--- config.mk ---
export PLATFORM = sky130hd
export DESIGN_NAME = lhist_front
export DESIGN_NICKNAME = d
export VERILOG_FILES = /design/src/rtl/lhist_pkg.sv /design/src/rtl/lhist_front.sv
export SDC_FILE = /design/constraint.sdc
export NUM_CORES = 1
export LEC_CHECK = 0
export ABC_AREA = 1
export BUFFER_PORTS_ARGS = -buffer_cell sky130_fd_sc_hd__buf_2
export CAP_MARGIN = 20
export CORE_AREA = 2 2 136 138
export DETAILED_ROUTE_END_ITERATION = 12
export DIE_AREA = 0 0 138 140
export GPL_TIMING_DRIVEN = 0
export SLEW_MARGIN = 20
export SYNTH_ARGS = -nofsm -noshare
export SYNTH_HDL_FRONTEND = slang
export SYNTH_SLANG_ARGS = --single-unit
export TNS_END_PERCENT = 100
--- constraint.sdc ---
create_clock -name vclk -period 1.3
set_clock_uncertainty 0.2 [all_clocks]
set_input_delay 0.13 -clock vclk [all_inputs]
set_output_delay 0.13 -clock vclk [all_outputs]
set_load 0.05 [all_outputs]
--- src/rtl/lhist_pkg.sv ---
// lhist_pkg: shared types and constants of the block i/o latency histogram
// holds the command, result and table entry layouts and the status and state codes
// no dependencies
package lhist_pkg;

    // op letters of a request
    localparam logic [7:0] LETTER_R = 8'h52;
    localparam logic [7:0] LETTER_W = 8'h57;
    localparam logic [7:0] LETTER_D = 8'h44;
    localparam logic [7:0] LETTER_F = 8'h46;

    localparam int unsigned NS_PER_US = 1000;
    // recency stamp, one tick per table touch
    localparam int unsigned STAMP_W = 48;
    // bin threshold register, holds NS_PER_US shifted up to 64 places
    localparam int unsigned THR_W = 75;

    typedef enum logic [1:0] {
        OPN_ISSUE    = 2'd0,
        OPN_COMPLETE = 2'd1,
        OPN_READ     = 2'd2,
        OPN_NONE     = 2'd3
    } operation_t;

    typedef enum logic [1:0] {
        KIND_ISSUE,
        KIND_COMPLETE,
        KIND_READ,
        KIND_IGNORE
    } kind_t;

    typedef enum logic [2:0] {
        STAT_DONE       = 3'd0,
        STAT_UNKNOWN_OP = 3'd1,
        STAT_NO_START   = 3'd2,
        STAT_NEG_DELTA  = 3'd3,
        STAT_READ_MISS  = 3'd4
    } status_t;

    typedef enum logic [3:0] {
        ST_CLEAR,
        ST_IDLE,
        ST_PSCAN,
        ST_PDONE,
        ST_BIN,
        ST_HSCAN,
        ST_HDONE,
        ST_CREAD,
        ST_ZERO,
        ST_EMIT
    } state_t;

    typedef struct packed {
        kind_t       kind;
        logic        known;
        logic [1:0]  opc;
        logic [31:0] device;
        logic [63:0] sector;
        logic [63:0] time_ns;
        logic [4:0]  read_bin;
    } cmd_t;

    typedef struct packed {
        status_t     status;
        logic [4:0]  bin_used;
        logic [31:0] bin_count;
    } res_t;

    typedef struct packed {
        logic               valid;
        logic [STAMP_W-1:0] stamp;
        logic [31:0]        device;
        logic [63:0]        sector;
        logic [63:0]        time_ns;
    } pend_entry_t;

    typedef struct packed {
        logic [33:0]        key;
        logic [STAMP_W-1:0] stamp;
    } hist_entry_t;

endpackage

--- src/rtl/lhist_front.sv ---
// lhist_front: takes input transactions and classifies them into commands
// depends on lhist_pkg
module lhist_front (
    input  logic              push,
    output logic              full,
    input  logic [1:0]        operation,
    input  logic [31:0]       device,
    input  logic [63:0]       sector,
    input  logic [7:0]        op_letter,
    input  logic [63:0]       time_ns,
    input  logic [4:0]        read_bin,
    input  logic              hold,
    input  logic              q_full,
    output logic              q_push,
    output lhist_pkg::cmd_t   q_cmd
);

    logic       known;
    logic [1:0] opc;

    always_comb
    begin
        known = 1'b1;
        opc   = 2'd0;
        unique case (op_letter)
            lhist_pkg::LETTER_R: opc = 2'd0;
            lhist_pkg::LETTER_W: opc = 2'd1;
            lhist_pkg::LETTER_D: opc = 2'd2;
            lhist_pkg::LETTER_F: opc = 2'd3;
            default:             known = 1'b0;
        endcase
    end

    always_comb
    begin
        q_cmd.known    = known;
        q_cmd.opc      = opc;
        q_cmd.device   = device;
        q_cmd.sector   = sector;
        q_cmd.time_ns  = time_ns;
        q_cmd.read_bin = read_bin;
        // completions with an unknown letter still retire their pending entry
        unique case (lhist_pkg::operation_t'(operation))
            lhist_pkg::OPN_ISSUE:
                q_cmd.kind = known ? lhist_pkg::KIND_ISSUE : lhist_pkg::KIND_IGNORE;
            lhist_pkg::OPN_COMPLETE:
                q_cmd.kind = lhist_pkg::KIND_COMPLETE;
            lhist_pkg::OPN_READ:
                q_cmd.kind = known ? lhist_pkg::KIND_READ : lhist_pkg::KIND_IGNORE;
            default:
                q_cmd.kind = lhist_pkg::KIND_IGNORE;
        endcase
    end

    assign full   = q_full || hold;
    assign q_push = push && !full;

endmodule

* After elaboration in Yosys (flattened, before gate mapping)
Cells that the tools add are included.
** Storage, ports and cells
- Input bits :: 178
- Output and inout port bits :: 172
- Bits in registers :: 0
** Cells by class
- Muxes and demuxes :: 5
- Reduce and logical (&&, ||, !) cells :: 5
- Equal/unequal tests :: 6
** Operator list (count)
- $eq A8 B7 Y1 const B :: 4
- $pmux W2 S3 :: 2
- $reduce_or A4 Y1 :: 1
- $eq A2 B1 Y1 const B :: 1
- $eq A2 B2 Y1 const B :: 1
- $logic_not A2 Y1 :: 1
- $mux W1 :: 2
- $mux W2 :: 1
- $logic_and A1 B1 Y1 :: 1
- $logic_not A1 Y1 :: 1
- $logic_or A1 B1 Y1 :: 1

* Logic depth before layout (Yosys ltp)
- Depth after elaboration :: 5
- Mapped depth :: 7

* Worst setup path before layout
No wires, ideal clock.
- Path kind :: input to output
- Start :: input op_letter[2]
- End :: output q_cmd[165] in the netlist's numbering
- Stages :: 4
- Arrival time :: 1.523 ns
- Path slack :: -0.553 ns
- Cell sequence :: inv_1 -> nor2_1 -> nand2_1 -> o31ai_1
** RTL lines
- start, declared :: RTL line lhist_front.sv:9 : input logic [7:0] op_letter,
- end, declared :: RTL line lhist_front.sv:15 : output lhist_pkg::cmd_t q_cmd

* Final worst setup path
- Start :: input op_letter[4]
- End :: output q_cmd[167] in the netlist's numbering
** Between the ends
- Cells in the longest elaborated chain, start to end :: 3
- Elaborated cells on any way between the ends :: 6
- Classes of those cells :: eq/ne (4); mux (1); reduce/logical (1)
** RTL lines
- $eq A8 B7 Y1 :: RTL line lhist_front.sv:25 : unique case (op_letter)
- $reduce_or A4 Y1 (no source line) *
- $mux W1 * :: RTL line lhist_front.sv:25
Mark *: on every way between the ends. The rest lies on a longest branch, timed or not.

==> out/metrics.yaml <==
status: "completed"
synthCells: 198
post_synth.cell_area_avg_um2: 7.01
cp-start-kind: "primary input"
nClkBuffers: 0
layout_min_cycle_time_ns: 1.30
wl_per_cell_um: 10.0
final_nets: 563
rsz0062_at_grt: "true"
power.density_nw_per_um2: 631
drt_wl_total_um: 6120
gr-total-overflow: 0
crit_start: "op_letter[4]"
min_from: "sector[29]"
ys_seq_area_share_pct: 0
grt_pass1_wl_um: 8290
synthSimpleGateAreaFrac_pct: 7.30
die_w_um: 138
worst_pin_slew_ns: 0.289
cp-end-kind: "primary output"
seq_cell_count: 0
viasPerCell: 2.72
fmax_ghz: 0.771
finalHoldViolations: 0
stdcell_area_um2: 2700
syn_nets: 376
synth.cell_area_um2: 1390
crit_path_max_incr_delay_ns: 0.24
drive_gt1_share_pct: 95.3
drt_iter0_markers: 25
hpwl_um: 5840
regArea_um2: 0
fin_tns_setup_ns: 0
pin_count: 350
critPathRequiredTime_ns: 0.97
track_usage_pct: 5.28
drv_cap: 0
synth-xor-area-share_pct: 0
drv_slew: 0
grt_pass1_vias: 1554
critPathArrivalTime_ns: 0.97
synth_top_family_by_area: "buffers and inverters"
area_delta_synth_final_pct: 94.5
antenna_found_initial: 0
globalplace.congestion: 0.831
cts_hold_buf: 0
die-area_um2: 19300
via_count: 1666
setup_viol: 0
hold_path_class: "in -> out"
dpl_cell_area_um2: 2620
cts_setup_buffers: 0
path_max_fanout: 3
drc_errors: 0
synthAdderAreaFrac_pct: 0
ant_nets: 0
peakVddDrop_v: 0.000195
port_buffers: 185
min_to: "q_cmd[98]"
yosysWarningCount: 0
period_share_pct: 99.8
max_slew_margin_pct: 80.9
synth.area.mux_share_pct: 0
cp_slowest_cell: "or2_4"
drt-pass1-iter-count: 3
cp_cell_sequence: "buf_6, or2_4, nor2_4, nand2_2, nand2_2, buf_6, buf_8"
leakage_nw: 1.65
diodes: 0
hold_ws_ns: 0.362
floorplan.core_area_um2: 17800
rows: 49
synth_compound_area_share_pct: 0.541
grt_max_degree: 4
hold_path_depth: 2
worstSetupPathType: "in -> out"
yosysUniqueCellTypes: 11
fp.dieH_um: 140
start_util_pct: 7.81
## through the flow
stage	util [%]	power, mW	instances	setup slack [ns]
floorplan	-	1.41	198	0.0526
global placement	14.8	1.69	612	-0.128
detailed placement	14.8	1.69	612	-0.121
CTS	14.9	1.70	612	-0.0268
global route	15.2	1.77	612	-0.0383
finish	15.2	1.71	612	0.00278
## logic make-up (layout without fill, tap and decap cells)
group	after synthesis	in the layout
AOI/OAI and AO/OA	1	1
and+or+nand+nor	22	22
buffers and inverters	175	360
## repair_timing
action,in CTS,in global routing
setup endpoints to repair,5,5
gates resized for setup,10,13
pin swaps,2,3
## metal layers
| metal | vias up | GRT usage, % | wire length, µm |
|---|---|---|---|
| met5 | - | 0 | 0 |
| met4 | 0 | 0.376 | 48 |
| met3 | 2 | 1.23 | 753 |
| met2 | 191 | 11.3 | 3510 |
| met1 | 678 | 5.24 | 1810 |
| li1 | 795 | - | - |
## final cells by class
type                       count  area [µm²]
buffer                       166        1250
fill                        2041       15100
inverter                       9        33.8
timing repair buffer         185         963
tap                          229         287
multi-input combinational     23         168
## synth_stat cells
cell | count | area share (%)
buf_4 | 166 | 90
inv_1 | 8 | 2.2
nand2_1 | 8 | 2.2
nor2_1 | 5 | 1.4
nand2_2 | 3 | 1.4
nand3_1 | 2 | 0.72
or2_1 | 2 | 0.90
inv_2 | 1 | 0.27
nor2_2 | 1 | 0.45
nor3_1 | 1 | 0.36
o31ai_1 | 1 | 0.54
## worst max-delay path by stage
stage / endpoint / slack [ns] / cells after the start
floorplan: q_push / 0.05 / 2
global placement: q_cmd[165] / -0.13 / 7
detailed placement: q_cmd[167] / -0.12 / 8
CTS: q_cmd[165] / -0.03 / 6
global route: q_cmd[169] / -0.04 / 7
finish: q_cmd[167] / 0.003 / 7
## where the power goes
part           leakage (nW)  switching [mW]  total, mW  internal (mW)
Combinational          1.65            1.18       1.71          0.523
Sequential                0               0          0              0
Clock                     0               0          0              0
Total                  1.65            1.18       1.71          0.523
## critical path: cells and delay by family
family / cells / cell delay [ns]
buffers and inverters: 3 / 0.31
AND/OR/NAND/NOR: 4 / 0.52
## cells in the final DEF, fill, tap and decap left out
cell type	n
o31ai_4	1
nand3_2	1
or2_4	1
buf_2	179
buf_6	5
buf_8	1
nand2_1	6
nand2_2	4
or2_1	1
nor3_1	1
nor2_1	2
inv_2	2
nand2_4	1
nand3_1	1
buf_4	166
nor2_4	4
inv_1	7
No activity file was read; power rests on OpenSTA's default activity.
