$ cat src/rtl/lhist_fifo.sv
// lhist_fifo: two-entry queue of any packed type
// used between front and back and on the result side; no package use
module lhist_fifo #(
    parameter type T = logic
) (
    input  logic clk,
    input  logic rst_n,
    input  logic push,
    input  T     din,
    output logic full,
    input  logic pop,
    output T     dout,
    output logic empty
);

    T           mem_reg [2];
    logic       wptr_reg;
    logic       rptr_reg;
    logic [1:0] cnt_reg;
    logic       do_push;
    logic       do_pop;

    assign full    = (cnt_reg == 2'd2);
    assign empty   = (cnt_reg == 2'd0);
    assign do_push = push && !full;
    assign do_pop  = pop && !empty;
    assign dout    = mem_reg[rptr_reg];

    always_ff @(posedge clk or negedge rst_n)
    begin
        if (!rst_n)
        begin
            wptr_reg <= 1'b0;
            rptr_reg <= 1'b0;
            cnt_reg  <= 2'd0;
        end
        else
        begin
            if (do_push)
                wptr_reg <= !wptr_reg;
            if (do_pop)
                rptr_reg <= !rptr_reg;
            if (do_push && !do_pop)
                cnt_reg <= cnt_reg + 2'd1;
            else if (do_pop && !do_push)
                cnt_reg <= cnt_reg - 2'd1;
        end
    end

    always_ff @(posedge clk)
    begin
        if (do_push)
            mem_reg[wptr_reg] <= din;
    end

endmodule

$ cat config.mk
export PLATFORM = sky130hd
export DESIGN_NAME = lhist_fifo
export DESIGN_NICKNAME = d
export VERILOG_FILES = /design/src/rtl/lhist_fifo.sv
export SDC_FILE = /design/constraint.sdc
export NUM_CORES = 1
export LEC_CHECK = 0
export BUFFER_PORTS_ARGS = -buffer_cell sky130_fd_sc_hd__buf_4
export CAP_MARGIN = 20
export CORE_AREA = 2 2 39 41
export DETAILED_ROUTE_END_ITERATION = 6
export DIE_AREA = 0 0 41 43
export GPL_TIMING_DRIVEN = 0
export PLACE_DENSITY = 0.43
export SLEW_MARGIN = 40
export SYNTH_ARGS = -nofsm -noshare
export SYNTH_HDL_FRONTEND = slang
export SYNTH_SLANG_ARGS = --single-unit
export TNS_END_PERCENT = 5
$ cat constraint.sdc
create_clock -name clk -period 1.42 [get_ports clk]
set_input_delay 0.284 -clock clk [delete_from_list [all_inputs] [get_ports clk]]
set_output_delay 0.284 -clock clk [all_outputs]
set_load 0.05 [all_outputs]
Word-level counts from Yosys, hierarchy flattened:

Memory sizes are Yosys's and may differ from the RTL's.
Cells that the tools add are included.

* add/sub/neg operators: 2
* multiply operators: 0
* div/mod/pow operators: 0
* magnitude comparators: 0
* eq/ne operators: 1
* shift-type cells: 0
* multiplexer cells: 4
* bitwise gates (word level): 0
* reduce and logical (&&, ||, !) cells: 12

Operators with widths (number)
* zero test 1 bit: 6
* logical AND 1 bit: 4
* two-way mux 2 bit: 2
* adder 2 x 1 -> 2 bit (second input constant): 1
* == test 2 bit (second input constant): 1
* zero test 2 bit: 1
* two-way mux 1 bit: 2
* nonzero test 2 bit: 1
* subtractor 2 x 1 -> 2 bit (second input constant): 1

* register bits after elaboration: 4
* latch bits: 0
* RAM bits: 2
* ROM bits: 0
* output and inout port bits: 3
* logic and storage cells: 23
* memories: 1

Memories
* mem_reg: depth 2, bits a word 1, rd ports 1, clocked after Yosys merged registers in 0, wr ports 1, line 16 `T mem_reg [2];`

Depth between registers and ports, before layout:

Gate-level depths: netlist of the first run.

* word-level depth: 7
* depth in mapped cells: 7
* gate-level depth less buffers: 7

Least setup slack after synthesis of the first run:

Ideal clock, no wire load.

* path kind: register to register
* from: reg cnt_reg[0]
* to: reg cnt_reg[1]
* setup time: 0.079 ns
* arrival: 1.300 ns
* required time: 1.341 ns
* slack: 0.041 ns
* stages on the path, launching flop included: 7
* period minus slack after synthesis: 1.379 ns
* cell sequence: dfrtp_1 -> nand2b_1 -> nand2_1 -> inv_1 -> ha_1 -> nor2_1 -> xor2_1

* longest elaborated chain between the ends: 6
* elaborated cells between the ends (all ways): 15
* those cells by class: add/sub (2); eq/ne (1); mux (2); reduce/logical (10)

RTL lines
* start: declaration: line 19 `logic [1:0] cnt_reg;`
* start signal: assignment: line 44 `cnt_reg <= cnt_reg + 2'd1;`
* start signal: assignment: line 46 `cnt_reg <= cnt_reg - 2'd1;`
* == test 2 bit (*): line 23 `assign full = (cnt_reg == 2'd2);`
* zero test 1 bit (*): line 25 `assign do_push = push && !full;`
* logical AND 1 bit (*): line 25
* via do_push: line 20 `logic do_push;`
* zero test 1 bit: line 45 `else if (do_pop && !do_push)`
* logical AND 1 bit: line 45
* nonzero test 2 bit (no source line)

The timed path passes the listed nets; every way through them passes the cells marked *. The select of a mux whose other input is x is not followed.
A chain may end at the register's enable or synchronous reset.

Worst setup path after layout of the first run:

Ends and elaborated chain as after synthesis.

==> impl_metrics.csv, run 1 <==
group,metric,value,unit
run_status,status,"completed",
die,io_pins,8,
die,core,0.00138,mm2
timing,hold_slack,0.233,ns
layout,area_growth,62.6,%
clock_tree,cts_max_path_buffers,2,
layout,utilization,31.5,%
routing,wl,498,um
yosys,ys_ff_latch,6,
routing,ant_nets,0,
pwr,p_sw_share,40.7,%
layout,fin_nets,43,
clock_tree,tritoncts,"done",
global_route,grt_util_met3,7.85,%
placed_design,numPortBuffers,7,
placed_design,gp_congestion,0.657,
critical_path,arrival,1.54,ns
yosys,avgSynthCellArea,12.2,um2
pwr,switchingPower,0.450,mW
layout,drive_above_1_share,57.1,%
pwr,pwr-share-comb,55.1,%
yosys,yosysTopAreaCell,"dfrtp_1",
pwr,power_density,2540,mW/mm2
critical_path,worstSetupPathType,"flip-flop to flip-flop",
critical_path,required,1.58,ns
pwr,power_frac_clock,13.8,%
global_route,grt_overflow,0,
timing,tns,0,ns
routing,route.detailed.drc,0,
critical_path,cp-end-kind,"flip-flop",
yosys,ys_types,12,
timing,slew_headroom,83.5,%
global_route,grt_use_total,7.40,%
pwr,power.leakage,0.201,nW
global_route,top_usage_layer,"met2",
pwr,fin_total_pwr,1.10,mW
yosys,syn_nets,28,
die,dieArea,0.00176,mm2
global_route,use_met1,7.28,%
layout,design_area,435,um2
layout,n_antenna_cell,0,
die,die_x,41,um
clock_tree,cts_sinks,6,
yosys,synth_area_leaders,"dfrtp_1, edfxtp_1, xnor2_1",
timing,fin_crit,1.38,ns
placed_design,place_area,340,um2
die,rows,14,
critical_path,cp_max_fo,4,
timing,rsz0062_at_grt,"yes",
yosys,ys_seq_area_share,59.8,%
clock_tree,path_clk_slew,0.04,ns
placed_design,place_inst,45,
global_route,grt_pass1_vias,177,
global_route,antenna_found_initial,0,
global_route,grt_max_degree,5,
global_route,gr-usage-met2,8.44,%
routing,via_per_inst,3.88,
die,die_h,43,um
clock_tree,htreeDepth,1,
clock_tree,cts_buffers,3,
pwr,p_int,0.654,mW
timing,setup_violations,0,
layout,instances_no_fill,51,
critical_path,cp-start-kind,"flip-flop",
yosys,netlist_area,268,um2
timing,hold_viol,0,
routing,drtIter0Drc,7,
routing,dr.pass1.iters,2,
timing,maxSlewViolCount,0,
layout,n_fill_cell,146,
flow_run,drv_cap,0,
pwr,p_seq_share,31.2,%
timing,tightest_slew,0.248,ns
routing,avgRoutedWirePerCell,9.76,um
timing,finClkSkew,0.00358,ns
routing,routed-via-count,198,
global_route,grt_pass1_wl,738,um
clock_tree,cts-root-buf,"clkbuf_4",
die,initial_core_util,19.3,%
timing,max_freq,0.726,GHz
clock_tree,clk-insertion-delay-late,0.24,ns
yosys,syn_inst,22,
pwr,ir_drop,873,uV
yosys,yosys_warnings,0,
timing,finalCritPeriodShare,97.1,%
yosys,synth_top_area_share,37.4,%
min_path,hold_class,"input port to flip-flop",
timing,setup_slack,0.0418,ns
placed_design,place_ws,-0.0744,ns
## worst max-delay path: stages, from the launching register on
cell	delay, ns
dfrtp_2	0.43
nand2b_4	0.16
nand2_2	0.09
inv_1	0.07
ha_4	0.16
xor2_1	0.14
nor2_2	0.09
xor2_1	0.16
## synthesized netlist by cell type
library cell and n:
o21ai_1 1, and3_1 1, inv_1 2, dfrtp_1 4, xnor2_1 3, ha_1 1
nand2b_1 1, xor2_1 2, nor2_1 3, mux2_2 1, nand2_1 1, edfxtp_1 2
## layer usage
metal / vias to the layer above / wire length (um)
met4: 0 / 0
li1: 98 / -
met2: 8 / 262
met3: 0 / 50
met1: 92 / 186
met5: - / 0
## power groups by stage
stage / registers [mW] / clock network [mW] / logic, mW
4_1_cts: 0.327 / 0.159 / 0.538
3_3_place_gp: 0.325 / 0 / 0.441
6_report: 0.344 / 0.152 / 0.608
5_1_grt: 0.356 / 0.180 / 0.654
3_5_place_dp: 0.330 / 0 / 0.453
2_1_floorplan: 0.315 / 0 / 0.350
## cells in the final DEF, fill, tap and decap left out, drive strengths merged
cell type    count
nand2b           1
dfrtp            4
mux2             1
buf              9
edfxtp           2
inv              2
dlygate4sd3      1
nand2            1
nor2             3
and3             1
clkbuf           3
xor2             2
ha               1
xnor2            3
o21ai            1
## path summary, 6_finish.rpt
| kind | start | endpoint | slack (ns) | cells past startpoint |
|---|---|---|---|---|
| setup reg to reg | cnt_reg[0]$_DFFE_PN0P_ | cnt_reg[1]$_DFFE_PN0P_ | 0.04 | 7 |
| hold reg to reg | wptr_reg$_DFFE_PN0P_ | wptr_reg$_DFFE_PN0P_ | 0.48 | 1 |
| setup / recovery | cnt_reg[0]$_DFFE_PN0P_ | cnt_reg[1]$_DFFE_PN0P_ | 0.04 | 7 |
| min in group asynchronous | rst_n | cnt_reg[0]$_DFFE_PN0P_ | 0.37 | 2 |
| max in group asynchronous | rst_n | cnt_reg[0]$_DFFE_PN0P_ | 0.94 | 2 |
| hold / removal | din | mem_reg[0]$_DFFE_PP_ | 0.23 | 1 |
## what timing repair did
| action | in CTS | in global routing |
|---|---|---|
| setup endpoints to repair | 2 | 3 |
| buffers inserted | 2 | 0 |
| pin swaps | 1 | 1 |
| gates resized for setup | 3 | 8 |
| hold endpoints to repair | 4 | 0 |
| hold buffers | 1 | 0 |
## final cells by class
cell class	instances	area, um2	area share [%]
clock buffer	3	22.5	5.17
inverter	2	7.51	1.72
timing repair buffer	10	88.8	20.4
tap	16	20.0	4.60
multi-input combinational	14	135	31.0
sequential	6	161	37.1
## logic make-up after synthesis
| kind of cell | count (synthesis) | share of synthesized area (%) |
|---|---|---|
| buffers and inverters | 2 | 2.80 |
| multiplexers | 1 | 4.21 |
| adder cells (fa/ha/maj) | 1 | 4.67 |
| flip-flops | 6 | 59.8 |
| AO/OA/AOI/OAI | 1 | 1.87 |
| XOR/XNOR | 5 | 16.4 |
| AND/OR/NAND/NOR | 6 | 10.3 |
(Power assumes the default switching activity.)
==> run 2: changes to the inputs <==
Settings changed: PLACE_DENSITY 0.43 to 0.42.
Clock period 1.42 ns to 1.8 ns, I/O delays scaled along.
==> run 2 against run 1 <==
Global-route usage about the same. Critical path type is now flip-flop to primary output. Count of clock-buffer cells in the layout grew 1. Combinational power down 42%. Worst setup slack better by 0.25 ns. Register-to-register slack gained 0.28 ns. Flip-flop and latch count stayed put. Clock power is 11% lower. Final cell count down 2.0%. Clock skew hardly changed.
==> impl_metrics.csv, run 2 (synthesized netlist as in run 1, its figures left out) <==
group,metric,value,unit
timing,hold_viol,0,
routing,wl,457,um
critical_path,worstSetupPathType,"flip-flop to primary output",
layout,drive_above_1_share,32.4,%
routing,routed.top_layer,"met4",
pwr,power_density,1980,mW/mm2
die,die_x,41,um
die,rows,14,
timing,rsz0062_at_grt,"no",
pwr,p_sw_share,42.0,%
global_route,grt_max_degree,6,
timing,fin_crit,1.50,ns
clock_tree,tritoncts,"done",
pwr,p_int,0.433,mW
critical_path,max_stage_delay,0.37,ns
timing,setup_slack,0.296,ns
critical_path,cpLargestDelayFamily,"flip-flops",
placed_design,numPortBuffers,7,
placed_design,dp_hpwl,373,um
die,io_pins,8,
critical_path,startpoint,"rptr_reg$_DFFE_PN0P_",
layout,final_common_cell,"buf_4",
critical_path,reg2reg_to,"cnt_reg[1]$_DFFE_PN0P_",
timing,slew_headroom,87.2,%
clock_tree,cts_buffers,3,
min_path,whs_endpoint,"mem_reg[0]$_DFFE_PP_",
pwr,switchingPower,0.314,mW
timing,setup_violations,0,
layout,layout_common_cells,"buf_4, dfrtp_1, nor2_1, xnor2_1, clkbuf_4",
routing,routed-via-count,189,
critical_path,r2r_cells,6,
placed_design,place_ws,0.299,ns
timing,finClkSkew,0.00362,ns
clock_tree,path_clk_slew,0.05,ns
routing,via_per_inst,3.78,
global_route,grt_overflow,0,
global_route,antenna_found_initial,0,
critical_path,regToRegStartpoint,"cnt_reg[0]$_DFFE_PN0P_",
placed_design,gp_congestion,0.651,
clock_tree,postCtsResizedCells,0,
routing,met2WireLength,266,um
clock_tree,cts-root-buf,"clkbuf_4",
die,dieArea,0.00176,mm2
global_route,grt_pass1_vias,210,
pwr,pwr-share-comb,47.0,%
routing,wl_met3,23,um
critical_path,crit_slowest_cell,"dfrtp_1",
routing,route.detailed.drc,0,
routing,dr.pass1.iters,4,
timing,tns,0,ns
critical_path,r2r_slack,0.32,ns
die,core,0.00138,mm2
pwr,power_frac_clock,18.2,%
clock_tree,clk-insertion-delay-late,0.25,ns
routing,wl_met1,146,um
clock_tree,htreeDepth,1,
min_path,hold_depth,1,
die,die_h,43,um
global_route,grt_use_total,7.40,%
min_path,hold_class,"input port to flip-flop",
routing,ant_nets,0,
critical_path,crit_chain,"mux2_2, buf_4",
clock_tree,cts_max_path_buffers,2,
critical_path,path_buf_inv,1,
critical_path,cp_max_fo,2,
clock_tree,cts_sinks,6,
pwr,ir_drop,612,uV
pwr,p_seq_share,34.8,%
critical_path,required,1.44,ns
timing,max_freq,0.665,GHz
layout,n_fill_cell,146,
routing,avgRoutedWirePerCell,9.14,um
min_path,min_from,"din",
timing,maxSlewViolCount,0,
run_status,status,"completed",
critical_path,cp-start-kind,"flip-flop",
critical_path,cp-end-kind,"primary output",
global_route,grt_pass1_wl,765,um
timing,tightest_slew,0.191,ns
timing,hold_slack,0.296,ns
critical_path,arrival,1.14,ns
die,initial_core_util,19.3,%
timing,finalCritPeriodShare,83.6,%
layout,area_growth,40.7,%
layout,n_antenna_cell,0,
routing,drtIter0Drc,2,
flow_run,drv_cap,0,
pwr,power.leakage,0.179,nW
layout,fin_nets,41,
## run 2: through the flow
step | cell area [um2] | util, % | std cells | power (mW)
2_1_floorplan | 268 | - | 22 | 0.525
3_3_place_gp | 340 | 24.6 | 45 | 0.607
3_5_place_dp | 340 | 24.6 | 45 | 0.617
4_1_cts | 377 | 27.2 | 50 | 0.761
5_1_grt | 377 | 27.2 | 50 | 0.797
6_report | 377 | 27.2 | 50 | 0.747
## run 2: timing repair
action,CTS,global route
setup endpoints to repair,0,0
buffers inserted,0,0
hold buffers,1,0
hold endpoints to repair,4,0
## run 2: power by group through the flow
stage                     sequential, mW  combinational (mW)  clock, mW
final                              0.260               0.351      0.136
after detailed placement           0.265               0.352          0
after CTS                          0.263               0.357      0.141
after global routing               0.268               0.379      0.150
after global placement             0.258               0.349          0
after floorplan                    0.249               0.276          0
## run 2: cell type report
| class | count | area (um2) | share of cell area, % |
|---|---|---|---|
| tap | 16 | 20.0 | 5.32 |
| sequential | 6 | 160 | 42.5 |
| clock buffer | 4 | 26.3 | 6.98 |
| inverter | 2 | 7.51 | 1.99 |
| timing repair buffer | 8 | 62.6 | 16.6 |
| multi-input combinational | 14 | 100 | 26.6 |
## run 2: worst max path at each step
| stage | to | cells after the start |
|---|---|---|
| after floorplan | empty | 1 |
| after global placement | cnt_reg[1]$_DFFE_PN0P_ | 7 |
| after detailed placement | cnt_reg[1]$_DFFE_PN0P_ | 6 |
| after CTS | dout | 2 |
| after global routing | cnt_reg[1]$_DFFE_PN0P_ | 7 |
| final | dout | 2 |
## run 2: routing by layer
layer,track usage (%),vias to the layer above
met1,5.65,86
met2,10.9,7
met5,0,-
met3,1.57,2
li1,-,94
met4,12.0,0
